**src/hdl/hmbs_pkg.sv**
```systemverilog
// Shared constants, types and helpers of the heightmap bilinear sampler.
`timescale 1ns / 1ps

package hmbs_pkg;

    localparam int MAP_SIDE_MAX_DEF = 1024;
    localparam int FRAC_BITS_DEF    = 8;
    localparam int QUEUE_DEPTH      = 4;

    localparam int SIZE_W      = 11;
    localparam int HEIGHT_W    = 16;
    localparam int INDEX_W     = 20;
    localparam int POINT_W     = 18;
    localparam int OUT_W       = 32;
    localparam int CFG_INDEX_W = 1;
    localparam int KIND_W      = 2;

    localparam logic [SIZE_W-1:0] MAP_SIZE_RESET   = 11'd1024;
    localparam logic [SIZE_W-1:0] MAP_SIZE_MIN     = 11'd2;
    localparam logic [OUT_W-1:0]  MAX_HEIGHT_RESET = 32'd65536;

    // Full-scale raw sample; the final scale divides by this times 2^16.
    localparam logic [HEIGHT_W:0] FULL_SCALE = 17'h0FFFF;

    localparam logic OP_WRITE = 1'b0;
    localparam logic OP_QUERY = 1'b1;

    localparam logic [CFG_INDEX_W-1:0] REG_MAP_SIZE   = 1'b0;
    localparam logic [CFG_INDEX_W-1:0] REG_MAX_HEIGHT = 1'b1;

    typedef enum logic [KIND_W-1:0] {
        KIND_WRITE,
        KIND_QUERY,
        KIND_OOR
    } t_kind;

    // Width of one queued item: kind, write address and data, four
    // coordinates and two fraction weights.
    function automatic int entry_w(input int m, input int f);
        return KIND_W + $clog2(m * m) + HEIGHT_W + 4 * $clog2(m) + 2 * f;
    endfunction

endpackage

```
**src/hdl/hmbs_front.sv**
```systemverilog
// Front end: takes input items, checks them against the map, and queues them.
`timescale 1ns / 1ps

module hmbs_front #(
    parameter int MAP_SIDE_MAX = hmbs_pkg::MAP_SIDE_MAX_DEF,
    parameter int FRAC_BITS    = hmbs_pkg::FRAC_BITS_DEF
) (
    input  logic                              i_valid,
    output logic                              o_ready,
    input  logic                              i_op,
    input  logic [hmbs_pkg::INDEX_W-1:0]      i_cell_index,
    input  logic [hmbs_pkg::HEIGHT_W-1:0]     i_cell_height,
    input  logic [hmbs_pkg::POINT_W-1:0]      i_point_x,
    input  logic [hmbs_pkg::POINT_W-1:0]      i_point_y,
    input  logic [hmbs_pkg::SIZE_W-1:0]       i_size,
    input  logic                              i_full,
    output logic                              o_push,
    output logic [hmbs_pkg::entry_w(MAP_SIDE_MAX, FRAC_BITS)-1:0] o_entry
);

    localparam int CW  = $clog2(MAP_SIDE_MAX);
    localparam int AW  = $clog2(MAP_SIDE_MAX * MAP_SIDE_MAX);
    localparam int XIW = hmbs_pkg::POINT_W - FRAC_BITS;
    localparam int ARW = 2 * hmbs_pkg::SIZE_W;

    typedef struct packed {
        hmbs_pkg::t_kind                   kind;
        logic [AW-1:0]                     waddr;
        logic [hmbs_pkg::HEIGHT_W-1:0]     wdata;
        logic [CW-1:0]                     x;
        logic [CW-1:0]                     y;
        logic [CW-1:0]                     nx;
        logic [CW-1:0]                     ny;
        logic [FRAC_BITS-1:0]              fx;
        logic [FRAC_BITS-1:0]              fy;
    } t_entry;

    logic [XIW-1:0] xi;
    logic [XIW-1:0] yi;
    logic [ARW-1:0] area;
    logic           write_ok;
    logic           outside;
    t_entry         entry;

    assign xi       = i_point_x[hmbs_pkg::POINT_W-1:FRAC_BITS];
    assign yi       = i_point_y[hmbs_pkg::POINT_W-1:FRAC_BITS];
    assign area     = ARW'(32'(i_size) * 32'(i_size));
    assign write_ok = (32'(i_cell_index) < 32'(area));
    assign outside  = (32'(xi) >= 32'(i_size)) || (32'(yi) >= 32'(i_size));

    always_comb begin
        if (i_op == hmbs_pkg::OP_WRITE) begin
            entry.kind = hmbs_pkg::KIND_WRITE;
        end else if (outside) begin
            entry.kind = hmbs_pkg::KIND_OOR;
        end else begin
            entry.kind = hmbs_pkg::KIND_QUERY;
        end
        entry.waddr = AW'(i_cell_index);
        entry.wdata = i_cell_height;
        entry.x     = CW'(xi);
        entry.y     = CW'(yi);
        // Clamp the right and lower neighbors to the last column and row.
        entry.nx    = (32'(xi) + 32'd1 == 32'(i_size)) ? CW'(xi) : CW'(32'(xi) + 32'd1);
        entry.ny    = (32'(yi) + 32'd1 == 32'(i_size)) ? CW'(yi) : CW'(32'(yi) + 32'd1);
        entry.fx    = i_point_x[FRAC_BITS-1:0];
        entry.fy    = i_point_y[FRAC_BITS-1:0];
    end

    assign o_ready = !i_full;
    // Drop writes that fall outside the map.
    assign o_push  = i_valid && !i_full && ((i_op != hmbs_pkg::OP_WRITE) || write_ok);
    assign o_entry = entry;

endmodule

```
**config.mk**
```make
export PLATFORM = sky130hd
export DESIGN_NAME = hmbs_front
export DESIGN_NICKNAME = d
export VERILOG_FILES = /design/src/hdl/hmbs_pkg.sv /design/src/hdl/hmbs_front.sv
export SDC_FILE = /design/constraint.sdc
export NUM_CORES = 1
export LEC_CHECK = 0
export BUFFER_PORTS_ARGS = -buffer_cell sky130_fd_sc_hd__buf_2
export CAP_MARGIN = 15
export CELL_PAD_IN_SITES_DETAIL_PLACEMENT = 2
export CELL_PAD_IN_SITES_GLOBAL_PLACEMENT = 2
export CORE_ASPECT_RATIO = 1.5
export CORE_MARGIN = 2
export CORE_UTILIZATION = 25
export DETAILED_ROUTE_END_ITERATION = 7
export PLACE_DENSITY_LB_ADDON = 0.2
export SETUP_SLACK_MARGIN = 0.4
export SLEW_MARGIN = 20
export SYNTH_ARGS = -nofsm -noshare
export SYNTH_HDL_FRONTEND = slang
export SYNTH_SLANG_ARGS = --single-unit
```
**constraint.sdc**
```tcl
create_clock -name vclk -period 19.8
set_clock_uncertainty 0.2 [all_clocks]
set_input_delay 3.96 -clock vclk [all_inputs]
set_output_delay 3.96 -clock vclk [all_outputs]
set_load 0.01 [all_outputs]
```
# Yosys cells after proc, flatten, opt, wreduce, memory -nomap -nowiden
# Cells that the tools add are included.
[op_classes] n_addsub=2 mul=1 order_cmp=3 n_eq_ne=2 n_mux=4 reduce_logical=5
[ops] operator="32-bit by 11-bit == test with 1-bit output" n=2
[ops] operator="10-bit by 1-bit adder with 11-bit output (second input constant)" n=2
[ops] operator="10-bit by 11-bit >= comparator with 1-bit output" n=2
[ops] operator="20-bit by 22-bit < comparator with 1-bit output" n=1
[ops] operator="11-bit by 11-bit multiplier with 22-bit output" n=1
[ops] operator="10-bit 2-to-1 mux" n=2
[ops] operator="2-bit 2-to-1 mux" n=2
[ops] operator="1-bit logical AND" n=2
[ops] operator="1-bit logical OR" n=2
[ops] operator="1-bit logical NOT" n=1
[word_totals] reg_bits=0 inputBits=86 out_inout_bits=96 word_cells=17

# Depth between registers and ports, before layout
[logic_depth] ltp_word=4 ltp_mapped=29 ltp_nobuf=27

# Least setup slack after synthesis
# OpenSTA, ideal clock, no wires.
[synth_timing] path_type="input -> output" start="input i_size[10] (netlist bit)" end="output o_push" arrival_ps=10186 slack_ps=5454 stages=28 cell_sequence="clkbuf_1 clkbuf_1 and2_1 inv_1 fa_1 fa_1 inv_1 fa_1 fa_1 inv_1 fa_1 inv_1 ha_1 clkbuf_1 a21oi_1 o21ai_0 o21ai_0 nand2b_1 a21oi_1 xor2_1 ha_1 a21oi_1 nor2_1 a2111oi_0 nor2_1 nor3_1 nor4b_1 a311oi_1"
[synth_between] elab_chain_cells=4
[synth_lines] item="start, declared" line="hmbs_front.sv:15" text="input logic [hmbs_pkg::SIZE_W-1:0] i_size,"
[synth_lines] item="11-bit by 11-bit multiplier with 22-bit output" line="hmbs_front.sv:47" text="assign area = ARW'(32'(i_size) * 32'(i_size));"
[synth_lines] item="20-bit by 22-bit < comparator with 1-bit output" line="hmbs_front.sv:48" text="assign write_ok = (32'(i_cell_index) < 32'(area));"
[synth_lines] item="1-bit logical OR" line="hmbs_front.sv:72" text="assign o_push = i_valid && !i_full && ((i_op != hmbs_pkg::OP_WRITE) || write_ok);"
[synth_lines] item="1-bit logical AND" line="hmbs_front.sv:72"
[synth_lines] item="end, declared" line="hmbs_front.sv:17" text="output logic o_push,"
# No other way between the ends.

# Final worst setup path
[layout_timing] start="input i_size[9] (netlist bit)" end="output o_push"
# The elaborated chain is that of the path after synthesis.

==> results.cfg <==
[drt]
routed_wire_length_per_instance_um = 17.54
routed-via-count = 4892
detail_routed_via_count_per_cell = 4.806
drt_first_iter_violations = 87
detail_route.wirelength_mm = 17.85
ant_nets = 0
first_pass_iters = 4
drc = 0

[run_status]
status = completed

[floorplanning]
floorplan_die_area_um2 = 24090
initial_utilization_pct = 25.51
placeableCoreArea_um2 = 22380
floorplan.rows = 67
dieHeight_um = 189.1
die_w_um = 127.4
boundaryPins = 182

[power_and_ir_drop]
peakVddDrop_mv = 0.09754
p_leak_uw = 0.003121
share_clk_of_total_power_pct = 0
power.density_cell_area_nw_per_um2 = 108.5
power.switching_uw = 383.3
power.combinational.fraction_pct = 100.0
cell_internal_pwr_uw = 270.0
sequentialPowerShare_pct = 0
power_switching_share_pct = 58.67

[final_layout]
number_of_cells_in_the_finished_layout_apart_from_fillers = 1018
layout.clock_buffers = 0
numSequentialCells = 0
final_nets = 987
area_delta_synth_final_pct = 5.412
fraction_of_final_layout_cells_with_drive_strength_greater_than_1_pct = 17.65
antennaDiodeCount = 0
ff_latch_area_um2 = 0

[timing]
timing_hold_violations_final = 0
postLayoutSetupSlackWorst_ns = 4.702
setup_failing_eps_final = 0
max_slew.worst_pin.slew_ns = 0.6909
rsz0062_at_grt = false
totalNegativeSetupSlack_ns = 0
fin_crit_sh_pct = 76.25
layout_min_cycle_time_ns = 15.10
fin_worst_hold_slack_ns = 7.720
drv_slew = 0
max_freq_ghz = 0.06623
slew_headroom_pct = 53.34

[synthesis]
synth_cell_type_count = 56
synthesis.area_um2 = 5710
yosys_warnings = 0
postSynthNetCount = 960
syn-instance-count = 717
seq_area_frac_synth_pct = 0
post_synth.cell_area_avg_um2 = 7.964

[min_path]
worst_hold_startpoint = i_point_x[2]
timing.hold.worst_endpoint = o_entry[10]
min_delay_path_depth = 0
hold_path_class = in -> out

[critical_path]
critical_path.max_stage_delay_ns = 0.57
critical_path.slowest_cell = sky130_fd_sc_hd__fa_1
critical-path-top-cell-by-count = sky130_fd_sc_hd__fa_1
cp-start-kind = input pin
worst_setup_path_end_kind = output pin
required_ns = 15.64
setup.worst_path.class = in -> out
timing.critical_path.max_delay_family = adder cells
cp.arrival_ns = 10.94
timing.critical_path.buf_inv = 5
worstPathMaxFanout = 10
crit_cells = 25

[place]
total_of_buffers_placed_on_input_and_output_ports = 118
placement.setup.worst_slack_ns = 4.588
placed_cells = 1018
gp_congestion = 0.7760
detailedPlacementHpwl_mm = 15.70

[grt]
first_pass_grt_wire_length_mm = 29.83
antenna_found_initial = 0
global_route.usage.total_pct = 15.19
globalRouteOverflowTotal = 0
via_count_of_the_first_global_routing_pass = 5789
largest_net_degree_at_the_start_of_global_routing = 20

[clocking]
cts_repair_resize_count = 0
cts_hold_buffers = 0
cts_setup_buffers = 0

[job]
max_cap_violations = 0
==> through the flow <==
step           power (uW)  area, um2  util, %
2_1_floorplan       487.5       5710        -
3_3_place_gp        639.2       6020    26.89
3_5_place_dp        664.6       6020    26.89
4_1_cts             671.7       6020    26.89
5_1_grt             767.5       6020    26.89
6_report            653.3       6020    26.89
==> per-layer routing <==
layer	global-route usage (%)	wire [um]	vias to the layer above
li1	-	-	2323
met1	16.36	6697	2432
met2	31.94	10360	116
met3	0.7629	430	21
met4	2.536	369	0
met5	0	0	-
==> kinds of logic (layout without fill, tap and decap cells) <==
kind of cell               after synthesis  after routing  share of synthesized area [%]
AOI/OAI and AO/OA                       97             97                          11.33
and+or+nand+nor                        187            187                          16.81
xor gates and xnor gates                61             61                          9.356
adders and majority gates              157            157                          42.81
muxes                                    5              5                          1.030
buffers and inverters                  210            235                          18.67
==> synth_stat cells, types with 2 or more instances <==
library cell | number | area share, %
sky130_fd_sc_hd__a21o_1 | 13 | 1.7
sky130_fd_sc_hd__nand2_1 | 48 | 3.2
sky130_fd_sc_hd__a31oi_1 | 4 | 0.44
sky130_fd_sc_hd__or2_2 | 4 | 0.44
sky130_fd_sc_hd__nand4b_1 | 2 | 0.31
sky130_fd_sc_hd__inv_1 | 116 | 7.6
sky130_fd_sc_hd__nand3_1 | 16 | 1.4
sky130_fd_sc_hd__clkbuf_1 | 17 | 1.1
sky130_fd_sc_hd__fa_1 | 64 | 22
sky130_fd_sc_hd__nor4b_1 | 2 | 0.31
sky130_fd_sc_hd__xnor2_1 | 40 | 6.1
sky130_fd_sc_hd__buf_4 | 73 | 9.6
sky130_fd_sc_hd__a211oi_1 | 7 | 0.92
sky130_fd_sc_hd__buf_2 | 2 | 0.18
sky130_fd_sc_hd__ha_1 | 93 | 20
sky130_fd_sc_hd__nor2b_1 | 6 | 0.66
sky130_fd_sc_hd__or4_1 | 2 | 0.26
sky130_fd_sc_hd__o21ai_0 | 22 | 1.9
sky130_fd_sc_hd__nand2b_1 | 12 | 1.3
sky130_fd_sc_hd__or3_1 | 3 | 0.33
sky130_fd_sc_hd__nand4_1 | 12 | 1.3
sky130_fd_sc_hd__o211ai_1 | 2 | 0.26
sky130_fd_sc_hd__nor4_1 | 3 | 0.33
sky130_fd_sc_hd__xor2_1 | 21 | 3.2
sky130_fd_sc_hd__a21oi_1 | 24 | 2.1
sky130_fd_sc_hd__o41ai_1 | 2 | 0.31
sky130_fd_sc_hd__o21a_1 | 6 | 0.79
sky130_fd_sc_hd__mux2_2 | 3 | 0.59
sky130_fd_sc_hd__nor3_1 | 15 | 1.3
sky130_fd_sc_hd__a211o_1 | 2 | 0.31
sky130_fd_sc_hd__nor2_1 | 36 | 2.4
sky130_fd_sc_hd__and2_1 | 18 | 2.0
sky130_fd_sc_hd__and3_1 | 4 | 0.44
==> cell type report <==
| type | instances | area, um2 |
|---|---|---|
| inverters | 117 | 439.2 |
| fillers | 2643 | 16360 |
| multi-input cells | 507 | 4644 |
| well taps | 276 | 345.3 |
| repair buffers | 118 | 590.6 |
==> cell usage in the layout (no fill, tap or decap), types with 3 or more instances in the layout <==
cell type / count
sky130_fd_sc_hd__nor2b_1: 6
sky130_fd_sc_hd__nand4_1: 12
sky130_fd_sc_hd__nand2b_1: 12
sky130_fd_sc_hd__a31oi_1: 4
sky130_fd_sc_hd__or2_2: 4
sky130_fd_sc_hd__nor3_1: 15
sky130_fd_sc_hd__or3_1: 3
sky130_fd_sc_hd__buf_2: 118
sky130_fd_sc_hd__nand3_1: 16
sky130_fd_sc_hd__and2_1: 18
sky130_fd_sc_hd__nor2_1: 36
sky130_fd_sc_hd__inv_1: 116
sky130_fd_sc_hd__a211oi_1: 7
sky130_fd_sc_hd__a21oi_1: 24
sky130_fd_sc_hd__o21a_1: 6
sky130_fd_sc_hd__fa_1: 64
sky130_fd_sc_hd__xor2_1: 21
sky130_fd_sc_hd__nand2_1: 48
sky130_fd_sc_hd__nor4_1: 3
sky130_fd_sc_hd__ha_1: 93
sky130_fd_sc_hd__a21o_1: 13
sky130_fd_sc_hd__o21ai_0: 22
sky130_fd_sc_hd__mux2_2: 3
sky130_fd_sc_hd__xnor2_1: 40
sky130_fd_sc_hd__and3_1: 4
==> power groups by stage <==
stage | logic (uW) | clock network [uW] | registers [uW]
finish | 653 | 0 | 0
global route | 767 | 0 | 0
CTS | 672 | 0 | 0
detailed placement | 665 | 0 | 0
global placement | 639 | 0 | 0
floorplan | 488 | 0 | 0
==> worst max-delay path by stage <==
stage | from | to | slack (ns)
2_1_floorplan | i_size[10] | o_push | 5.45
3_3_place_gp | i_size[9] | o_push | 4.64
3_5_place_dp | i_size[9] | o_push | 4.59
4_1_cts | i_size[9] | o_push | 4.54
5_1_grt | i_size[9] | o_push | 4.04
6_report | i_size[9] | o_push | 4.70
Power figures use the tool's default switching activity.
