--- config.mk ---
export PLATFORM = sky130hd
export DESIGN_NAME = hmbs_fifo
export DESIGN_NICKNAME = d
export VERILOG_FILES = /design/src/hdl/hmbs_fifo.sv
export SDC_FILE = /design/constraint.sdc
export NUM_CORES = 1
export LEC_CHECK = 0
export ABC_AREA = 1
export BUFFER_PORTS_ARGS = -buffer_cell sky130_fd_sc_hd__buf_2
export CORE_UTILIZATION = 50
export DETAILED_ROUTE_END_ITERATION = 12
export PLACE_DENSITY = 0.8
export REMOVE_ABC_BUFFERS = 1
export SYNTH_ARGS = -nofsm -noshare
export SYNTH_HDL_FRONTEND = slang
export SYNTH_SLANG_ARGS = --single-unit
--- constraint.sdc ---
create_clock -name i_clk -period 1.7 [get_ports i_clk]
set_input_delay 0.085 -clock i_clk [delete_from_list [all_inputs] [get_ports i_clk]]
set_output_delay 0.085 -clock i_clk [all_outputs]
set_load 0.005 [all_outputs]
--- src/hdl/hmbs_fifo.sv ---
// Short item queue between the classifying front and the sampling back.
`timescale 1ns / 1ps

module hmbs_fifo #(
    parameter int WIDTH = 8,
    parameter int DEPTH = 4
) (
    input  logic             i_clk,
    input  logic             i_rst_n,
    input  logic             i_push,
    input  logic [WIDTH-1:0] i_data,
    output logic             o_full,
    input  logic             i_pop,
    output logic             o_valid,
    output logic [WIDTH-1:0] o_data
);

    localparam int PW  = $clog2(DEPTH);
    localparam int CNW = $clog2(DEPTH + 1);

    logic [WIDTH-1:0] r_mem [DEPTH];
    logic [PW-1:0]    r_wr_ptr;
    logic [PW-1:0]    r_rd_ptr;
    logic [CNW-1:0]   r_count;
    logic             do_push;
    logic             do_pop;

    assign o_full  = (r_count == CNW'(DEPTH));
    assign o_valid = (r_count != '0);
    assign o_data  = r_mem[r_rd_ptr];
    assign do_push = i_push && !o_full;
    assign do_pop  = i_pop && o_valid;

    always_ff @(posedge i_clk) begin
        if (!i_rst_n) begin
            r_wr_ptr <= '0;
            r_rd_ptr <= '0;
            r_count  <= '0;
        end else begin
            if (do_push) begin
                r_wr_ptr <= (r_wr_ptr == PW'(DEPTH - 1)) ? '0 : r_wr_ptr + 1'b1;
            end
            if (do_pop) begin
                r_rd_ptr <= (r_rd_ptr == PW'(DEPTH - 1)) ? '0 : r_rd_ptr + 1'b1;
            end
            case ({do_push, do_pop})
                2'b10:   r_count <= r_count + 1'b1;
                2'b01:   r_count <= r_count - 1'b1;
                default: r_count <= r_count;
            endcase
        end
    end

    always_ff @(posedge i_clk) begin
        if (do_push) begin
            r_mem[r_wr_ptr] <= i_data;
        end
    end

endmodule

# Word level (Yosys, flattened, before mapping)
# Memory sizes are Yosys's and may differ from the RTL's. A register that Yosys moved wholly into a read port is not among the register bits.
# Cells that the tools add are included.
# totals
word_cells	25
mem_count	1
reg_bits	7
out_inout_bits	10
ram_bits	32
inputBits	12
# mem_list
memory	depth	width	read_ports	rd_clocked_by_memory_dff	wr	line_no	text
r_mem	4	8	1	1	1	21	logic [WIDTH-1:0] r_mem [DEPTH];
# classes
reduce_logical	5
muxes	7
eq_ne	5
n_addsub	4
# op_table
operator	n
$mux W2	4
$eq A2 B2 Y1 const B	3
$pmux W3 S2	1
$add A2 B1 Y2 const B	2
$add A3 B1 Y3 const B	1
$eq A3 B3 Y1 const B	1
$reduce_bool A3 Y1	1
$sub A3 B1 Y3 const B	1
$eq A2 B1 Y1 const B	1
$logic_and A1 B1 Y1	2
$mux W1	2
$reduce_bool A2 Y1	1
$logic_not A1 Y1	1

# Depth between registers and ports, before layout
# Gate-level depths: netlist of run 1.
# depth
word_depth	5
ltp_mapped	13
mapped_depth_nobuf	13

# Worst setup path before layout of run 1
# OpenSTA, ideal clock, no wires.
# synth_path
kind	reg-to-reg
startpoint	reg r_count[1]
endpoint	reg r_count[2]
period_less_slack_ps	1610
slack_ps	90
t_required_ps	1590
setup_time_ps	110
arrival_ps	1501
path_stages_with_launch	13
path_buffers	0
path_cell_list	dfxtp_1 nor2_1 nand2_1 nand2_2 ha_1 inv_1 fa_1 inv_1 nand2_1 nand3_1 nand2_1 inv_1 nor2_1
# synth_between
elab_chain_cells	5
word_cells_on_any_way	11
classes_between	add/sub: 2; eq/ne: 3; mux: 1; reduce/logical: 5
# synth_lines
element	line_no	text
start: declaration	24	logic [CNW-1:0] r_count;
start signal: assignment	47	2'b10: r_count <= r_count + 1'b1;
start signal: assignment	48	2'b01: r_count <= r_count - 1'b1;
start signal: assignment	49	default: r_count <= r_count;
$eq A3 B3 Y1	28	assign o_full = (r_count == CNW'(DEPTH));
$logic_not A1 Y1	31	assign do_push = i_push && !o_full;
$logic_and A1 B1 Y1	31	
$eq A2 B1 Y1 / $eq A2 B2 Y1 (equally long branches)	46	case ({do_push, do_pop})
$pmux W3 S2 / $reduce_bool A2 Y1 (equally long branches)	-	
# Several ways; a longest one is shown, not always the timed one.
# A chain may end at the register's enable or synchronous reset.

# Final worst setup path of run 1
# Ends and elaborated chain as after synthesis.

==> results of run 1 <==
-- through the flow --
| step | setup TNS, ps | setup slack (ps) | utilization, % | power (mW) |
|---|---|---|---|---|
| finish | 0 | 67.4 | 67.1 | 3.05 |
| floorplan | 0 | 89.5 | - | 1.84 |
| global route | -27.9 | -27.9 | 67.1 | 3.27 |
| CTS | 0 | 9.09 | 66.0 | 2.99 |
| detailed placement | -13.6 | -13.6 | 60.0 | 2.21 |
| global placement | 0 | 117 | 60.0 | 2.16 |
-- cell usage after synthesis (all sizes together) --
cell | count | area share [%]
edfxtp | 32 | 57
nor2 | 31 | 7.2
inv | 18 | 4.0
o21ai | 18 | 5.8
nand2 | 15 | 3.5
dfxtp | 9 | 11
o22ai | 8 | 3.0
ha | 6 | 4.4
a21oi | 3 | 0.89
buf | 2 | 1.3
fa | 1 | 1.2
nand3 | 1 | 0.30
nand3b | 1 | 0.44
nand4 | 1 | 0.37
-- metal layers --
metal | wire, µm | track usage, %
met2 | 1620 | 36.4
met3 | 87 | 5.84
met4 | 36 | 6.64
met5 | 0 | 0
met1 | 1240 | 18.0
-- registers in the layout (all words and copies together), names as in the netlist, named ones only --
name / flops
r_mem: 32
r_rd_ptr: 2
r_wr_ptr: 2
r_count: 3
-- timing repair --
| item | in CTS | in global routing |
|---|---|---|
| gates resized for setup | 3 | 8 |
| hold endpoints to repair | 32 | 0 |
| buffers inserted | 0 | 2 |
| setup endpoints to repair | 1 | 8 |
| hold buffers | 8 | 0 |
-- logic make-up (layout without fill, tap and decap cells) --
| kind of cell | Yosys count | after routing | share of synthesized area [%] |
|---|---|---|---|
| AO/OA/AOI/OAI | 29 | 29 | 9.64 |
| flip-flops | 41 | 41 | 67.6 |
| AND/OR/NAND/NOR | 49 | 49 | 11.8 |
| adder cells (fa/ha/maj) | 7 | 7 | 5.63 |
| buffers and inverters | 20 | 64 | 5.34 |
-- layout make-up --
cell class,instances,area (µm²),area share (%)
clock inverter,3,65.1,3.10
timing repair buffer,38,253,12.0
tap,44,55.1,2.62
clock buffer,5,37.5,1.79
multi-input combinational,85,475,22.6
sequential,41,1150,54.6
inverter,18,67.6,3.22
-- worst max-delay path by stage --
stage	from	slack, ps	to
finish	r_count[1]	70	r_count[2]
CTS	r_count[1]	9	r_count[2]
floorplan	r_count[1]	90	r_count[2]
detailed placement	r_count[1]	-10	r_count[2]
global placement	r_count[1]	120	r_count[2]
global route	r_count[1]	-30	r_count[2]
-- critical path, delay by kind of cell, from the launching register on --
family	cells	cell delay, ps
fa+ha+maj	2	510
buf+inv	3	180
flops	1	360
simple gates	7	490
-- power breakdown --
| part | internal, mW | switching [mW] |
|---|---|---|
| Clock | 0.455 | 0.298 |
| Combinational | 0.423 | 0.534 |
| Sequential | 1.24 | 0.108 |
==> flow_summary.json, run 1 <==
{
  "drv_slew": 0,
  "r2r-start": "r_count[1]",
  "die_area_um2": 3610,
  "start_util_pct": 54.0,
  "io_pins": 22,
  "slowest_delay_ps": 360,
  "die_w_um": 60.1,
  "viasPerCell": 5.04,
  "clk-insertion-delay-late_ps": 340,
  "vias": 1179,
  "clockRootBuffer": "clkbuf_4",
  "cp-end-kind": "register",
  "diodes": 0,
  "drc": 0,
  "area_delta_synth_final_pct": 24.4,
  "port_buffers": 21,
  "synth_cell_types": 19,
  "peakVddDrop_mv": 0.775,
  "fin_area_um2": 2100,
  "relSlewSlack_pct": 77.9,
  "drtPass1Iterations": 4,
  "clock_path_buffers": 2,
  "fmaxAchievable_mhz": 613,
  "wl_per_cell_um": 12.7,
  "holdWs_ps": 19.8,
  "seq_area_frac_synth_pct": 67.6,
  "setup_viol": 0,
  "clock_skew_ps": 4.78,
  "grt_use_total_pct": 18.7,
  "gr-total-overflow": 0,
  "ys_ff_latch": 41,
  "worstHoldPathType": "primary input to register",
  "coreArea_um2": 3130,
  "grt_max_degree": 17,
  "num_rows": 20,
  "mostFrequentLayoutCell": "edfxtp_1",
  "holdPathStages": 3,
  "worst_ep_arrival_time_ps": 1880,
  "postRouteAntennaNets": 0,
  "worstPathCellList": "nor2_4 > nand2_1 > nand2_2 > ha_1 > inv_1 > fa_2 > inv_1 > nand2_1 > nand3_1 > nand2_1 > inv_1 > nor2_1",
  "n_fill_cell": 231,
  "nets": 208,
  "grt_antenna_before_repair": 0,
  "mostFrequentLayoutCells": "32 x edfxtp_1, 28 x nor2_1, 21 x buf_2, 16 x inv_1, 14 x o21ai_0",
  "worstHoldEndpoint": "r_count[2]",
  "drtIter0Drc": 31,
  "grt_pass1_vias": 1151,
  "crit_path_top_delay_cell": "dfxtp_2",
  "grt_pass1_wl_um": 4750,
  "cts_buffers": 5,
  "critPathLaunchType": "register",
  "dpl_cell_area_um2": 1880,
  "timing.final.crit_share_pct": 96.0,
  "synthCells": 146,
  "crit_type": "register to register",
  "drv_cap": 0,
  "reg2reg_depth": 12,
  "min_from": "i_rst_n",
  "syn_area_um2": 1690,
  "gp_congestion": 0.763,
  "dp_cells": 216,
  "cts_tree": "built",
  "p_leak_nw": 0.863,
  "wirelength_um": 2980,
  "worstMarginPinSlew_ps": 332,
  "required_ps": 1950,
  "cts_sinks": 41,
  "cellPowerDensity_nw_per_um2": 1460,
  "clk_pin_slew_worst_paths_ps": 110,
  "drive_above_1_share_pct": 28.4,
  "status": "finished, final reports clean",
  "hpwl_um": 1960,
  "synth_warnings": 0,
  "h-tree-depth": 2,
  "avgSynthCellArea_um2": 11.6,
  "reg2reg_slack_ps": 70,
  "instances_no_fill": 234,
  "rsz0062_at_grt": "true",
  "crit_path_max_fanout": 2,
  "die_y_um": 60.1,
  "report.final.hold_viol_count": 0,
  "period_minus_slack_ps": 1630,
  "timing.rr.end": "r_count[2]"
}
No activity file was read; power rests on OpenSTA's default activity.
==> run 2, diff against run 1 <==
--- a/config.mk
+++ b/config.mk
@@ -7,9 +7,9 @@
 export LEC_CHECK = 0
 export ABC_AREA = 1
 export BUFFER_PORTS_ARGS = -buffer_cell sky130_fd_sc_hd__buf_2
-export CORE_UTILIZATION = 50
+export CORE_UTILIZATION = 30
 export DETAILED_ROUTE_END_ITERATION = 12
-export PLACE_DENSITY = 0.8
+export PLACE_DENSITY = 0.56
 export REMOVE_ABC_BUFFERS = 1
 export SYNTH_ARGS = -nofsm -noshare
 export SYNTH_HDL_FRONTEND = slang
==> run 2 against run 1 <==
Clock power is 17% lower. Clock skew hardly changed. Worst setup slack better by 16 ps. Core utilization is 28 points lower. Register-to-register slack better by 20 ps. Sequential share of layout area is 1.4 points higher. Critical endpoint unchanged. Critical path type unchanged. Global-route usage is 8.2 points lower. Sequential power hardly changed. Sequential cell count stayed put. First-iteration DRC count is 48% higher. Via count is 8.0% lower. Worst hold slack worse by 5.0 ps.
==> flow_summary.json, run 2 (synthesis results as in run 1) <==
{
  "dpl_cell_area_um2": 1910,
  "clk_pin_slew_worst_paths_ps": 70,
  "num_rows": 26,
  "mostFrequentLayoutCell": "edfxtp_1",
  "nets": 199,
  "power.total_mw": 2.91,
  "vias": 1085,
  "diodes": 0,
  "setup_viol": 0,
  "postRouteAntennaNets": 0,
  "drc": 0,
  "fin_area_um2": 2050,
  "report.final.hold_viol_count": 0,
  "drive_above_1_share_pct": 29.8,
  "port_buffers": 21,
  "die_y_um": 77.0,
  "area_delta_synth_final_pct": 21.4,
  "period_minus_slack_ps": 1620,
  "clockRootBuffer": "clkbuf_8",
  "h-tree-depth": 2,
  "cellPowerDensity_nw_per_um2": 1420,
  "grt_pass1_wl_um": 4730,
  "cts_tree": "built",
  "setup_ws_ps": 83.7,
  "gp_congestion": 0.751,
  "rsz0062_at_grt": "true",
  "status": "finished, final reports clean",
  "timing.final.crit_share_pct": 95.1,
  "clock_path_buffers": 2,
  "wirelength_um": 2970,
  "relSlewSlack_pct": 79.3,
  "viasPerCell": 4.32,
  "drv_slew": 0,
  "cp-end-kind": "register",
  "worstHoldPathType": "primary input to register",
  "clk-insertion-delay-late_ps": 280,
  "regMostFlops": "r_mem",
  "drtIter0Drc": 46,
  "drtPass1Iterations": 4,
  "cts_sinks": 41,
  "clock_skew_ps": 4.80,
  "grt_pass1_vias": 983,
  "grt_max_degree": 17,
  "p_leak_nw": 0.813,
  "grt_use_total_pct": 10.5,
  "die_area_um2": 5930,
  "hpwl_um": 1970,
  "wl_per_cell_um": 11.8,
  "post-place-ws_ps": -24.4,
  "n_fill_cell": 530,
  "peakVddDrop_mv": 0.669,
  "mostFrequentLayoutCells": "32 x edfxtp_1, 28 x nor2_1, 21 x buf_2, 15 x inv_1, 14 x o21ai_0",
  "fin_setup_tns_ps": 0,
  "drv_cap": 0,
  "critPathLaunchType": "register",
  "worstMarginPinSlew_ps": 310,
  "start_util_pct": 32.0,
  "worst_ep_arrival_time_ps": 1830,
  "required_ps": 1920,
  "largest_register_ffs": 32,
  "gr-total-overflow": 0,
  "crit_path_max_fanout": 2,
  "grt_antenna_before_repair": 0,
  "fmaxAchievable_mhz": 619,
  "crit_type": "register to register",
  "reg2reg_slack_ps": 80,
  "io_pins": 22,
  "top_regs": "r_mem x32, r_count x3",
  "cts_buffers": 5,
  "die_w_um": 77.0,
  "coreArea_um2": 5270
}
[run 2: cell types whose count changed in the layout (fill, tap and decap cells not counted), moves of 2 or more]
cell           previous run  this run
bufinv_16                 2         0
dlygate4sd3_1             8         0
clkbuf_4                  5         0
clkbuf_8                  0         6
clkbuf_1                  0         2
[run 2: stage by stage]
step / utilization, % / std cells / hold WS (ps)
2_1_floorplan: - / 144 / 184
4_1_cts: 38.1 / 250 / 9.66
3_3_place_gp: 36.3 / 242 / 304
3_5_place_dp: 36.3 / 242 / 306
6_report: 38.9 / 251 / 14.9
5_1_grt: 38.9 / 251 / 4.82
[run 2: cell type report]
type,instances,area (µm²),area share (%)
Timing Repair Buffer,29,165,8.06
Tap cell,70,87.6,4.27
Multi-Input combinational cell,85,492,24.0
Sequential cell,41,1150,56.0
Inverter,18,67.6,3.30
Clock buffer,8,90.1,4.40
[run 2: final timing paths]
path	startpoint	end	depth (start not counted)
worst max-delay path	r_count[0]	r_count[2]	11
worst min-delay path	i_data[5]	r_mem[1][5]	1
worst max register to register	r_count[0]	r_count[2]	11
worst min register to register	r_rd_ptr[1]	register	2
[run 2: worst max-delay path, stage by stage, from the launching register on]
cell	delay, ps
dfxtp_2	340
nor2_4	130
nand2_2	80
nand2_4	80
ha_4	130
inv_1	60
fa_2	370
nand2_1	100
nand3_1	80
nand2_1	70
inv_1	40
nor2_1	80
[run 2: power by group]
group / switching [mW] / internal (mW) / total, mW
sequential: 0.109 / 1.24 / 1.35
clock: 0.295 / 0.331 / 0.626
combinational: 0.527 / 0.405 / 0.932
[run 2: repair_timing]
action | in CTS | in global routing
resized for setup | 2 | 14
hold buffers | 0 | 0
pin swaps | 2 | 2
endpoints found under the hold margin | 0 | 0
setup buffers | 0 | 1
endpoints found under the setup margin | 1 | 7
[run 2: routing by layer]
| metal | up-vias | wire (µm) | track usage (%) |
|---|---|---|---|
| li1 | 562 | - | - |
| met1 | 498 | 1400 | 13.7 |
| met2 | 23 | 1400 | 16.8 |
| met3 | 2 | 149 | 3.45 |
| met4 | 0 | 18 | 2.83 |
| met5 | - | 0 | 0 |
